[src/sv/delayed_note_scheduler_core_assert.svh]
// ---------------------------------------------------------------------------
// delayed_note_scheduler_core assertion macros
// concurrent checks on clk, disabled while rst is high
// ---------------------------------------------------------------------------
`ifndef DELAYED_NOTE_SCHEDULER_CORE_ASSERT_SVH
`define DELAYED_NOTE_SCHEDULER_CORE_ASSERT_SVH

`ifndef SYNTH

// antecedent implies consequent in the same cycle
`define DNS_ASSERT_IMPL(lbl, ante, cons) \
  lbl: assert property (@(posedge clk) disable iff (rst) (ante) |-> (cons)) \
    else $error("dns check failed");

// condition holds at every edge out of reset
`define DNS_ASSERT_ALWAYS(lbl, cond) \
  lbl: assert property (@(posedge clk) disable iff (rst) (cond)) \
    else $error("dns check failed");

`else

`define DNS_ASSERT_IMPL(lbl, ante, cons)
`define DNS_ASSERT_ALWAYS(lbl, cond)

`endif

`endif

[src/sv/dns_pkg.sv]
// ---------------------------------------------------------------------------
// dns_pkg
// shared constants, codes and types of the delayed note scheduler
// ---------------------------------------------------------------------------
package dns_pkg;

  localparam int POOL_SLOTS  = 16;
  localparam int MAX_RESULTS = 16;
  localparam int SLOT_W      = (POOL_SLOTS > 1) ? $clog2(POOL_SLOTS) : 1;
  localparam int RCNT_W      = $clog2(MAX_RESULTS + 1);

  typedef enum logic [1:0] {
    OP_SCHEDULE = 2'd0,
    OP_TICK     = 2'd1,
    OP_CLEAR    = 2'd2
  } op_t;

  typedef enum logic [1:0] {
    KIND_SCHEDULED = 2'd0,
    KIND_DROPPED   = 2'd1,
    KIND_RELEASED  = 2'd2
  } kind_t;

  typedef enum logic [1:0] {
    ST_IDLE,
    ST_START,
    ST_EVAL,
    ST_FIN
  } state_t;

  typedef struct packed {
    logic [6:0]  note;
    logic [6:0]  velocity;
    logic [3:0]  track;
    logic [3:0]  channel;
    logic [15:0] duration;
    logic [31:0] destination;
  } payload_t;

  typedef struct packed {
    kind_t    kind;
    payload_t payload;
    logic     last;
  } result_t;

  typedef struct packed {
    logic              sched;
    logic              clear;
    logic              tick_start;
    logic [SLOT_W-1:0] rd_idx;
    logic [SLOT_W-1:0] idx;
    logic              upd_delay;
    logic              zero_delay;
    logic              load_rel;
    logic              seal;
    logic              seal_last;
  } cmd_t;

  typedef struct packed {
    logic act;
    logic due;
    logic pend_valid;
    logic pend_done;
    logic pend_open;
  } status_t;

endpackage

[src/sv/dns_datapath.sv]
// ---------------------------------------------------------------------------
// dns_datapath
// slot memories, active bits, pending result and output register
// ---------------------------------------------------------------------------
module dns_datapath (
  input  logic             clk,
  input  logic             rst,
  input  dns_pkg::cmd_t    cmd,
  output dns_pkg::status_t status,
  input  logic [6:0]       note,
  input  logic [6:0]       velocity,
  input  logic [3:0]       track,
  input  logic [3:0]       channel,
  input  logic [15:0]      duration,
  input  logic [15:0]      delay_ms,
  input  logic [31:0]      destination,
  input  logic [15:0]      elapsed_ms,
  output logic             out_valid,
  input  logic             out_ready,
  output dns_pkg::result_t out_res
);

  logic [dns_pkg::POOL_SLOTS-1:0] active;
  logic [15:0]                    delay_mem [dns_pkg::POOL_SLOTS];
  dns_pkg::payload_t              payload_mem [dns_pkg::POOL_SLOTS];
  logic [15:0]                    rd_delay;
  dns_pkg::payload_t              rd_payload;
  logic [15:0]                    dec;

  logic [dns_pkg::SLOT_W-1:0]     free_idx;
  logic                           full;
  logic                           sched_wr;
  logic                           dly_we;
  logic [dns_pkg::SLOT_W-1:0]     wr_idx;
  logic [15:0]                    dly_wdata;
  dns_pkg::payload_t              sched_payload;

  dns_pkg::result_t               pend;
  logic                           pend_valid;
  logic                           pend_done;
  logic                           out_free;
  logic                           move_out;

  // lowest free slot
  always_comb begin
    free_idx = '0;
    full     = 1'b1;
    for (int i = dns_pkg::POOL_SLOTS - 1; i >= 0; i--) begin
      if (!active[i]) begin
        free_idx = dns_pkg::SLOT_W'(i);
        full     = 1'b0;
      end
    end
  end

  assign sched_wr = cmd.sched && !full;

  always_comb begin
    sched_payload.note        = note;
    sched_payload.velocity    = velocity;
    sched_payload.track       = track;
    sched_payload.channel     = channel;
    sched_payload.duration    = duration;
    sched_payload.destination = destination;
  end

  assign dly_we = sched_wr || cmd.upd_delay || cmd.zero_delay;
  assign wr_idx = cmd.sched ? free_idx : cmd.idx;

  always_comb begin
    if (cmd.sched) begin
      dly_wdata = delay_ms;
    end else if (cmd.upd_delay) begin
      dly_wdata = rd_delay - dec;
    end else begin
      dly_wdata = '0;
    end
  end

  always_ff @(posedge clk) begin
    if (dly_we) begin
      delay_mem[wr_idx] <= dly_wdata;
    end
    if (sched_wr) begin
      payload_mem[free_idx] <= sched_payload;
    end
    rd_delay   <= delay_mem[cmd.rd_idx];
    rd_payload <= payload_mem[cmd.rd_idx];
  end

  always_ff @(posedge clk) begin
    if (cmd.tick_start) begin
      dec <= (elapsed_ms == 16'd0) ? 16'd1 : elapsed_ms;
    end
  end

  always_ff @(posedge clk) begin
    if (rst) begin
      active <= '0;
    end else if (cmd.clear) begin
      active <= '0;
    end else if (sched_wr) begin
      active[free_idx] <= 1'b1;
    end else if (cmd.load_rel) begin
      active[cmd.idx] <= 1'b0;
    end
  end

  assign out_free = !out_valid || out_ready;
  assign move_out = pend_valid && pend_done && out_free;

  always_ff @(posedge clk) begin
    if (rst) begin
      pend_valid <= 1'b0;
      pend_done  <= 1'b0;
    end else if (cmd.sched) begin
      pend_valid <= 1'b1;
      pend_done  <= 1'b1;
    end else if (cmd.load_rel) begin
      pend_valid <= 1'b1;
      pend_done  <= 1'b0;
    end else if (move_out) begin
      pend_valid <= 1'b0;
    end else if (cmd.seal && pend_valid) begin
      pend_done <= 1'b1;
    end
  end

  always_ff @(posedge clk) begin
    if (cmd.sched) begin
      pend.kind    <= full ? dns_pkg::KIND_DROPPED : dns_pkg::KIND_SCHEDULED;
      pend.payload <= '0;
      pend.last    <= 1'b1;
    end else if (cmd.load_rel) begin
      pend.kind    <= dns_pkg::KIND_RELEASED;
      pend.payload <= rd_payload;
      pend.last    <= 1'b0;
    end else if (cmd.seal && pend_valid && !pend_done) begin
      pend.last <= cmd.seal_last;
    end
  end

  always_ff @(posedge clk) begin
    if (rst) begin
      out_valid <= 1'b0;
    end else if (move_out) begin
      out_valid <= 1'b1;
    end else if (out_ready) begin
      out_valid <= 1'b0;
    end
  end

  always_ff @(posedge clk) begin
    if (move_out) begin
      out_res <= pend;
    end
  end

  always_comb begin
    status.act        = active[cmd.idx];
    status.due        = rd_delay <= dec;
    status.pend_valid = pend_valid;
    status.pend_done  = pend_done;
    status.pend_open  = !pend_valid || (pend_done && out_free);
  end

`include "delayed_note_scheduler_core_assert.svh"

  `DNS_ASSERT_IMPL(a_rel_into_open, cmd.load_rel, !pend_valid || move_out)
  `DNS_ASSERT_IMPL(a_sched_empty, cmd.sched, !pend_valid)
  `DNS_ASSERT_IMPL(a_open_is_release, pend_valid && !pend_done,
                   pend.kind == dns_pkg::KIND_RELEASED && !pend.last)

endmodule

[src/sv/dns_ctrl.sv]
// ---------------------------------------------------------------------------
// dns_ctrl
// operation decode and slot sweep sequencer
// ---------------------------------------------------------------------------
module dns_ctrl (
  input  logic             clk,
  input  logic             rst,
  input  logic             in_valid,
  output logic             in_ready,
  input  logic [1:0]       operation,
  input  dns_pkg::status_t status,
  output dns_pkg::cmd_t    cmd
);

  dns_pkg::state_t             state;
  dns_pkg::state_t             state_next;
  logic [dns_pkg::SLOT_W-1:0]  idx;
  logic [dns_pkg::SLOT_W-1:0]  idx_next;
  logic [dns_pkg::RCNT_W-1:0]  rel_cnt;
  logic [dns_pkg::RCNT_W-1:0]  rel_cnt_next;
  logic                        advance;
  logic                        last_slot;

  assign last_slot = idx == dns_pkg::SLOT_W'(dns_pkg::POOL_SLOTS - 1);

  always_ff @(posedge clk) begin
    if (rst) begin
      state   <= dns_pkg::ST_IDLE;
      idx     <= '0;
      rel_cnt <= '0;
    end else begin
      state   <= state_next;
      idx     <= idx_next;
      rel_cnt <= rel_cnt_next;
    end
  end

  always_comb begin
    state_next   = state;
    idx_next     = idx;
    rel_cnt_next = rel_cnt;
    in_ready     = 1'b0;
    advance      = 1'b0;
    cmd          = '0;
    cmd.idx      = idx;
    cmd.rd_idx   = idx;

    unique case (state)
      dns_pkg::ST_IDLE: begin
        in_ready = !status.pend_valid;
        if (in_valid && in_ready) begin
          case (operation)
            dns_pkg::OP_SCHEDULE: cmd.sched = 1'b1;
            dns_pkg::OP_CLEAR:    cmd.clear = 1'b1;
            dns_pkg::OP_TICK: begin
              cmd.tick_start = 1'b1;
              state_next     = dns_pkg::ST_START;
            end
            default: ;
          endcase
        end
      end
      dns_pkg::ST_START: begin
        cmd.rd_idx   = '0;
        idx_next     = '0;
        rel_cnt_next = '0;
        state_next   = dns_pkg::ST_EVAL;
      end
      dns_pkg::ST_EVAL: begin
        if (!status.act) begin
          advance = 1'b1;
        end else if (!status.due) begin
          cmd.upd_delay = 1'b1;
          advance       = 1'b1;
        end else if (rel_cnt == dns_pkg::RCNT_W'(dns_pkg::MAX_RESULTS)) begin
          cmd.zero_delay = 1'b1;
          advance        = 1'b1;
        end else if (status.pend_open) begin
          cmd.load_rel = 1'b1;
          rel_cnt_next = rel_cnt + 1'b1;
          advance      = 1'b1;
        end else if (status.pend_valid && !status.pend_done) begin
          cmd.seal = 1'b1;
        end
        if (advance) begin
          if (last_slot) begin
            cmd.rd_idx = '0;
            state_next = dns_pkg::ST_FIN;
          end else begin
            cmd.rd_idx = idx + 1'b1;
            idx_next   = idx + 1'b1;
          end
        end
      end
      dns_pkg::ST_FIN: begin
        cmd.seal      = 1'b1;
        cmd.seal_last = 1'b1;
        state_next    = dns_pkg::ST_IDLE;
      end
      default: state_next = dns_pkg::ST_IDLE;
    endcase
  end

`include "delayed_note_scheduler_core_assert.svh"

  `DNS_ASSERT_ALWAYS(a_rel_cnt_bound, rel_cnt <= dns_pkg::RCNT_W'(dns_pkg::MAX_RESULTS))
  `DNS_ASSERT_IMPL(a_idle_sealed, state == dns_pkg::ST_IDLE && status.pend_valid,
                   status.pend_done)

endmodule

[src/sv/delayed_note_scheduler_core.sv]
// ---------------------------------------------------------------------------
// delayed_note_scheduler_core
// pool of delayed note-on slots: schedule, tick release and clear
// ---------------------------------------------------------------------------
//
//   channel | handshake            | payload
//   --------+----------------------+--------------------------------------
//   in      | in_valid / in_ready  | operation, note ... elapsed_ms
//   out     | out_valid / out_ready| kind, out_note ... out_destination, last
//
// clear and reserved codes are done in the idle state; a schedule's result
// moves to the output register before the next item is taken
// a tick walks every slot from START through EVAL to FIN:
// a release waits in a pending register until the next one or the sweep end
// sets its last flag, and out stalls hold the sweep there
// reset clears the active bits, the sequencer and both result valid flags
//
module delayed_note_scheduler_core (
  input  logic        clk,
  input  logic        rst,
  // item input
  input  logic        in_valid,
  output logic        in_ready,
  input  logic [1:0]  operation,
  input  logic [6:0]  note,
  input  logic [6:0]  velocity,
  input  logic [3:0]  track,
  input  logic [3:0]  channel,
  input  logic [15:0] duration,
  input  logic [15:0] delay_ms,
  input  logic [31:0] destination,
  input  logic [15:0] elapsed_ms,
  // result output
  output logic        out_valid,
  input  logic        out_ready,
  output logic [1:0]  kind,
  output logic [6:0]  out_note,
  output logic [6:0]  out_velocity,
  output logic [3:0]  out_track,
  output logic [3:0]  out_channel,
  output logic [15:0] out_duration,
  output logic [31:0] out_destination,
  output logic        last
);

  dns_pkg::cmd_t    cmd;
  dns_pkg::status_t status;
  dns_pkg::result_t out_res;

  // sequencer: decodes the operation and walks the slots on a tick
  dns_ctrl u_ctrl (
    .clk       (clk),
    .rst       (rst),
    .in_valid  (in_valid),
    .in_ready  (in_ready),
    .operation (operation),
    .status    (status),
    .cmd       (cmd)
  );

  // slot storage, compare and subtract, result registers
  dns_datapath u_dp (
    .clk         (clk),
    .rst         (rst),
    .cmd         (cmd),
    .status      (status),
    .note        (note),
    .velocity    (velocity),
    .track       (track),
    .channel     (channel),
    .duration    (duration),
    .delay_ms    (delay_ms),
    .destination (destination),
    .elapsed_ms  (elapsed_ms),
    .out_valid   (out_valid),
    .out_ready   (out_ready),
    .out_res     (out_res)
  );

  // unpack the output register onto the result ports
  assign kind            = out_res.kind;
  assign out_note        = out_res.payload.note;
  assign out_velocity    = out_res.payload.velocity;
  assign out_track       = out_res.payload.track;
  assign out_channel     = out_res.payload.channel;
  assign out_duration    = out_res.payload.duration;
  assign out_destination = out_res.payload.destination;
  assign last            = out_res.last;

endmodule
[config.mk]
export PLATFORM = sky130hd
export DESIGN_NAME = delayed_note_scheduler_core
export DESIGN_NICKNAME = d
export VERILOG_FILES = /design/src/sv/dns_pkg.sv /design/src/sv/dns_datapath.sv /design/src/sv/dns_ctrl.sv /design/src/sv/delayed_note_scheduler_core.sv
export VERILOG_INCLUDE_DIRS = /design/src /design/src/sv
export SDC_FILE = /design/constraint.sdc
export NUM_CORES = 2
export LEC_CHECK = 0
export BUFFER_PORTS_ARGS = -buffer_cell sky130_fd_sc_hd__buf_2
export CORE_MARGIN = 2
export CORE_UTILIZATION = 50
export CTS_CLUSTER_SIZE = 10
export DETAILED_ROUTE_END_ITERATION = 12
export GPL_ROUTABILITY_DRIVEN = 0
export PLACE_DENSITY = 0.7
export SKIP_LAST_GASP = 1
export SLEW_MARGIN = 20
export SYNTH_ARGS = -nofsm -noshare
export SYNTH_HDL_FRONTEND = slang
export SYNTH_SLANG_ARGS = --single-unit
[constraint.sdc]
create_clock -name clk -period 11.7 [get_ports clk]
set_clock_uncertainty 0.2 [all_clocks]
set_input_delay 0.585 -clock clk [delete_from_list [all_inputs] [get_ports clk]]
set_output_delay 0.585 -clock clk [all_outputs]
set_load 0.05 [all_outputs]
# --- Word-level counts from Yosys, hierarchy flattened ---
# Memories as Yosys holds them, arrays and structs flattened. A register that Yosys moved wholly into a read port is not among the register bits.
# Cells that the tools add are included.
word_totals:
  word_cells: 185
  out_inout_bits: 75
  mem_bits_rw: 1376
  mem_count: 2
  in_bits: 108
  regBits: 192
memory_table:
  columns: ["name", "depth", "word_bits", "rd", "rd_clocked_by_memory_dff", "wr", "line", "rtl"]
  rows:
  - ["u_dp.payload_mem", 16, 70, 1, 1, 1, "dns_datapath.sv:25", "dns_pkg::payload_t payload_mem [dns_pkg::POOL_SLOTS];"]
  - ["u_dp.delay_mem", 16, 16, 1, 1, 1, "dns_datapath.sv:24", "logic [15:0] delay_mem [dns_pkg::POOL_SLOTS];"]
classes:
  reduce_logical: 33
  eq_ne: 17
  mux: 98
  bitwise: 3
  addsub: 3
  order_cmp: 5
op_table:
  columns: ["cell", "count"]
  rows:
  - ["4-bit 2-to-1 mux", 22]
  - ["73-bit 2-to-1 mux", 1]
  - ["72-bit 2-to-1 mux", 1]
  - ["16-bit 2-to-1 mux", 4]
  - ["1-bit 2-to-1 mux", 49]
  - ["5-bit 2-to-1 mux", 4]
  - ["16-bit bitwise AND", 1]
  - ["16-bit <= comparator", 1]
  - ["16-bit zero test", 1]
  - ["16-bit NOT", 1]
  - ["16-bit bitwise OR", 1]
  - ["4-bit one-hot mux with 2 select lines", 2]
  - ["16-bit subtractor", 1]
  - ["3-bit 2-to-1 mux", 4]
  - ["1-bit logical AND", 10]
  - ["4-bit by 5-bit < comparator with 1-bit output, second input constant", 2]
  - ["2-bit 2-to-1 mux", 5]
  - ["2-bit by 1-bit inequality test with 1-bit output, second input constant", 5]
  - ["5-bit one-hot mux with 2 select lines", 1]
  - ["2-bit nonzero test", 5]
  - ["1-bit demux with 4-bit select", 2]
  - ["4-bit by 1-bit greater-or-equal comparator with 1-bit output, second input constant", 2]
  - ["2-bit inequality test, second input constant", 4]
  - ["2-bit one-hot mux with 4 select lines", 1]
  - ["other kinds (18)", 29]

# --- Logic depth before layout (Yosys ltp) ---
depth:
  word_depth: 22
  mapped_depth: 19
  mapped_depth_nobuf: 14

# --- By module ---
# Synthesis repeated with hierarchy kept, for this count alone.
hier_totals:
  cells_unflattened: 2783
  area_unflattened_um2: 61796.8
modules_own_cells:
  columns: ["module", "seq_area_each_um2", "n_inst", "area_per_inst_um2", "cells_each"]
  rows:
  - ["dns_datapath", 47575.6, 1, 60922.2, 2673]
  - ["dns_ctrl", 220.2, 1, 874.6, 110]

# --- Worst setup path before layout ---
# OpenSTA, ideal clock, no wires.
synth_timing:
  kind: "register to register"
  from: "reg u_ctrl.state[0]"
  to: "mem u_dp.payload_mem[12][0] in the netlist's numbering (enable)"
  setup_slack_ns: 3.665
  stages_incl_launch_ff: 10
  setup_ns: 0.586
  t_required_ns: 10.914
  path_buffers: 0
  t_arrival_ns: 7.248
  synth_period_minus_slack_ns: 8.035
  path_cell_list: "dfxtp_1 > inv_1 > ha_1 > nor2b_1 > and3b_1 > nand2b_1 > or2_2 > nor3_1 > nand2_1 > nor3_1"
synth_via:
  elab_chain_cells: 5
synth_lines:
  columns: ["item", "line", "rtl"]
  rows:
  - ["start: declaration", "dns_ctrl.sv:15", "dns_pkg::state_t state;"]
  - ["start signal: assignment", "dns_ctrl.sv:28", "state <= dns_pkg::ST_IDLE;"]
  - ["start signal: assignment", "dns_ctrl.sv:32", "state <= state_next;"]
  - ["2-bit zero test", "dns_ctrl.sv:48", "unique case (state)"]
  - ["3-bit 2-to-1 mux", "dns_ctrl.sv:48", null]
  - ["1-bit logical AND", "dns_datapath.sv:56", "assign sched_wr = cmd.sched && !full;"]
  - ["1-bit 2-to-1 mux", "dns_datapath.sv:84", "if (sched_wr) begin"]
  - ["1-bit 2-to-1 mux (implied by the code)", "dns_datapath.sv:85", "payload_mem[free_idx] <= sched_payload;"]
  - ["end: declaration", "dns_datapath.sv:25", null]
# No other way between the ends.

# --- Final worst setup path ---
layout_timing:
  from: "reg u_ctrl.idx[0] in the netlist's numbering"
  to: "reg u_dp.rd_payload[32] (netlist name)"
layout_via:
  elab_chain_cells: 6
  word_cells_on_any_way: 9
  cone_classes: "1 x add/sub; 1 x eq/ne; 7 x mux"
layout_lines:
  columns: ["item", "line", "rtl"]
  rows:
  - ["start: declaration", "dns_ctrl.sv:17", "logic [dns_pkg::SLOT_W-1:0] idx;"]
  - ["start signal: assignment", "dns_ctrl.sv:33", "idx <= idx_next;"]
  - ["1-bit binary-select mux with 4-bit select", "dns_datapath.sv:160", "status.act = active[cmd.idx];"]
  - ["1-bit 2-to-1 mux (implied by the code)", "dns_datapath.sv:160", null]
  - ["1-bit 2-to-1 mux", "dns_ctrl.sv:70", "if (!status.act) begin"]
  - ["1-bit 2-to-1 mux", "dns_ctrl.sv:48", null]
  - ["4-bit 2-to-1 mux", "dns_ctrl.sv:85", "if (advance) begin"]
  - ["4-bit one-hot mux with 2 select lines *", "dns_ctrl.sv:48", null]
# Every way passes the cells marked *; elsewhere a longest branch is shown, timed or not. The select of a mux whose other input is x is not followed.
# A chain may end at the register's enable or synchronous reset.

==> metrics.txt <==
post-synthesis register bit count 1654; Pwr per Cell Area 183 nW/um^2; highest clock rate 167 MHz; detail-routed net length per standard cell 23.1 um; post-synthesis xor/xnor area fraction 0.151%; Skew-Pair Late Insertion Delay 820 ps; final max-slew violation count 0; DIE AREA 131000 um^2; global-route congestion overflow total 0; number of instances resized during post-cts repair 0; largest area contributor in the synthesized netlist sky130_fd_sc_hd__edfxtp_1; signed area change from the synthesized netlist to the final layout 13.7%; count of warnings emitted by yosys 0; sequential share of the synthesized area 74.8%; WP data required 12160 ps; cell types with the largest area share after synthesis sky130_fd_sc_hd__edfxtp_1 69%, sky130_fd_sc_hd__nand2_1 7.2%, sky130_fd_sc_hd__nand3_1 6.2%; number of nets in the synthesized netlist 4851; pin count of the biggest net entering global routing 214; first-pass GRT wire length 234 mm; power spent charging and discharging nets 3.24 mW; worst vdd rail ir drop 156 uV; endpoint kind of the worst setup timing path flip-flop; leakage power 25.4 nW; number of inserted filler cells in the final layout 9836; die width 361 um; fraction of registers with async set or reset after synthesis 0%; port buffer count 182; number of enable-type register cells in the synthesized netlist 1467; total iterations of the first detailed-routing run 8; portion of total power attributed to sequential cells 50.6%; Placeable Area 127000 um^2; Least-Margin Pin Slew 1310 ps; remaining max-slew budget at the tightest pin 12.4%; buffer depth of the longest clock path 3; minimum clock period after layout 5970 ps; Routed WL 157 mm; synthesized-area fraction occupied by ao, oa, aoi and oai cells 3.19%; combinational family with the most area after synthesis simple AND/OR/NAND/NOR gates; Placed Instance Area 66200 um^2; ranking of synthesized cells by instance count 1467 x sky130_fd_sc_hd__edfxtp_1, 1225 x sky130_fd_sc_hd__nand2_1, 788 x sky130_fd_sc_hd__nand3_1; mean area per synthesized cell 13.5 um^2; area taken by flip-flops and latches 47800 um^2; overall global routing resource usage 23.7%; main flop type after synthesis sky130_fd_sc_hd__edfxtp_1; clock transition at the registers of the reported paths 60 ps; number of nets at the end of the flow 5105; Tcrit/Tclk final 51.0%; mux cell area share after synthesis 4.22%; area share of fa/ha/maj cells after synthesis 0.521%; Internal 10.1 mW; class of the tightest hold or removal check primary input to flip-flop; clock group share of total power 39.9%; Gate power share 9.4%; depth of the CTS H-tree 4; Cell Rows 131; cell area after synthesis 63900 um^2; start-to-end type of the worst setup path flip-flop to flip-flop; end-of-flow core utilization 57.1%; final instance area 72600 um^2; via count of the first global-routing pass 37500; fraction of layout cells with a size suffix above 1 10.1%; element type at the critical path start flip-flop; Fin Setup TNS 0 ps; final HPWL from detailed placement 78.1 mm; Critical Path Fanout Max 74; final hold viol count 0; TritonCTS clock tree yes; effective utilization at floorplan 50.2%; Distinct cells, synth 64; RSZ-0062 raised after global routing false; Root Driver sky130_fd_sc_hd__clkbuf_16; CP Data Arrival Time 6430 ps; Detail Route Antenna Nets 0; most common cell in the synthesized netlist sky130_fd_sc_hd__edfxtp_1; area taken by multi-input logic gates 14500 um^2; I/O Pins 183; Finish-stage setup viols 0; Cells after Synth 4717; Switching Share 24.3%; result of the run finished clean; Max Cap Viol 0; vertical die dimension 361 um; # DRC 0; via total after detailed routing 39400; area share of the largest cell type after synthesis 68.9%; antenna violations before repair 17; cts bufs inserted 185; initial detailed-routing violation count 4849; via-per-instance ratio 5.80; simple-gate share of the synthesized area 14.4%; total clock sinks 1654
## critical path, cell delays in order (launching register included)
cell and delay (ps):
sky130_fd_sc_hd__dfxtp_1 720, sky130_fd_sc_hd__mux4_2 580, sky130_fd_sc_hd__mux4_2 540, sky130_fd_sc_hd__nand3_2 130, sky130_fd_sc_hd__or2_1 310, sky130_fd_sc_hd__and2_4 260, sky130_fd_sc_hd__a22o_4 640, sky130_fd_sc_hd__buf_4 850
sky130_fd_sc_hd__buf_4 910, sky130_fd_sc_hd__nand3_1 200, sky130_fd_sc_hd__a32oi_1 260, sky130_fd_sc_hd__nand3_1 120
## through the flow
stage,instances,hold WS (ps),power (mW),setup slack (ps)
floorplan,4717,200,7.58,3670
global placement,6358,202,8.04,5980
detailed placement,6358,216,8.07,5860
CTS,6788,54.0,13.4,5800
global route,6794,111,13.8,5500
finish,6798,103,13.3,5730
## cell families after synthesis
| logic type | Yosys count |
|---|---|
| fa+ha+maj | 26 |
| simple gates | 2140 |
| mux | 263 |
| compound gates | 294 |
| flops | 1654 |
| xor+xnor | 11 |
| buf+inv | 329 |
## sequential cells by signal, indices dropped and copies added (netlist names)
| name | flops |
|---|---|
| u_dp.rd_payload | 70 |
| u_ctrl.rel_cnt | 5 |
| u_dp.pend | 73 |
| u_dp.delay_mem | 256 |
| u_dp.out_valid | 1 |
| u_ctrl.idx | 4 |
| u_dp.active | 16 |
| u_ctrl.state | 2 |
| u_dp.dec | 16 |
| u_dp.payload_mem | 1120 |
| u_dp.rd_delay | 16 |
| u_dp.pend_done | 1 |
| u_dp.pend_valid | 1 |
| u_dp.out_res | 73 |
## cell usage in the layout, fill, tap and decap left out, drive strengths merged, types with 25 or more instances in the layout
| cell type | instances |
|---|---|
| ha | 25 |
| nand2 | 1225 |
| dfxtp | 187 |
| a32oi | 87 |
| buf | 269 |
| dlygate4sd3 | 88 |
| inv | 47 |
| o21ai | 33 |
| edfxtp | 1467 |
| nor2 | 65 |
| clkbuf | 324 |
| mux2i | 257 |
| nand3 | 789 |
| a21oi | 102 |
## worst paths after layout
| kind | from | endpoint | slack [ps] | cells past startpoint |
|---|---|---|---|---|
| setup / recovery | u_ctrl.idx[0] | u_dp.rd_payload[32] | 5730 | 11 |
| hold / removal | delay_ms[4] | u_dp.delay_mem[6][4] | 100 | 4 |
| setup reg to reg | u_ctrl.idx[0] | u_dp.rd_payload[32] | 5730 | 11 |
| hold reg to reg | u_dp.pend[72] | u_dp.out_res[72] | 220 | 0 |
## final cells by class
class | instances | share of cell area, %
well taps | 1662 | 2.86
diodes | 10 | 0.0344
repair buffers | 357 | 3.45
clock buffers | 324 | 7.13
inverters | 39 | 0.212
flip-flops and latches | 1654 | 65.8
clock inverters | 18 | 0.499
multi-input cells | 2734 | 20.0
## power by group through the flow
stage / Sequential, mW / Combinational [mW] / Clock [mW]
finish: 6.74 / 1.26 / 5.32
global route: 6.75 / 1.36 / 5.64
CTS: 6.74 / 1.25 / 5.39
detailed placement: 6.86 / 1.21 / 0
global placement: 6.86 / 1.19 / 0
floorplan: 6.82 / 0.758 / 0
## repair_timing
action	CTS	global route
endpoints found under the hold margin	1147	0
hold buffers	88	0
setup buffers	0	0
## metal layers
layer	part of all wire [%]	up-vias	track usage, %	wire (um)
met2	46	1903	36.6	71700
met1	42	19500	34.3	66600
met4	2.1	12	6.77	3270
met3	9.7	266	4.75	15200
li1	-	17700	-	-
met5	0.051	-	0	80
(Power assumes the default switching activity.)
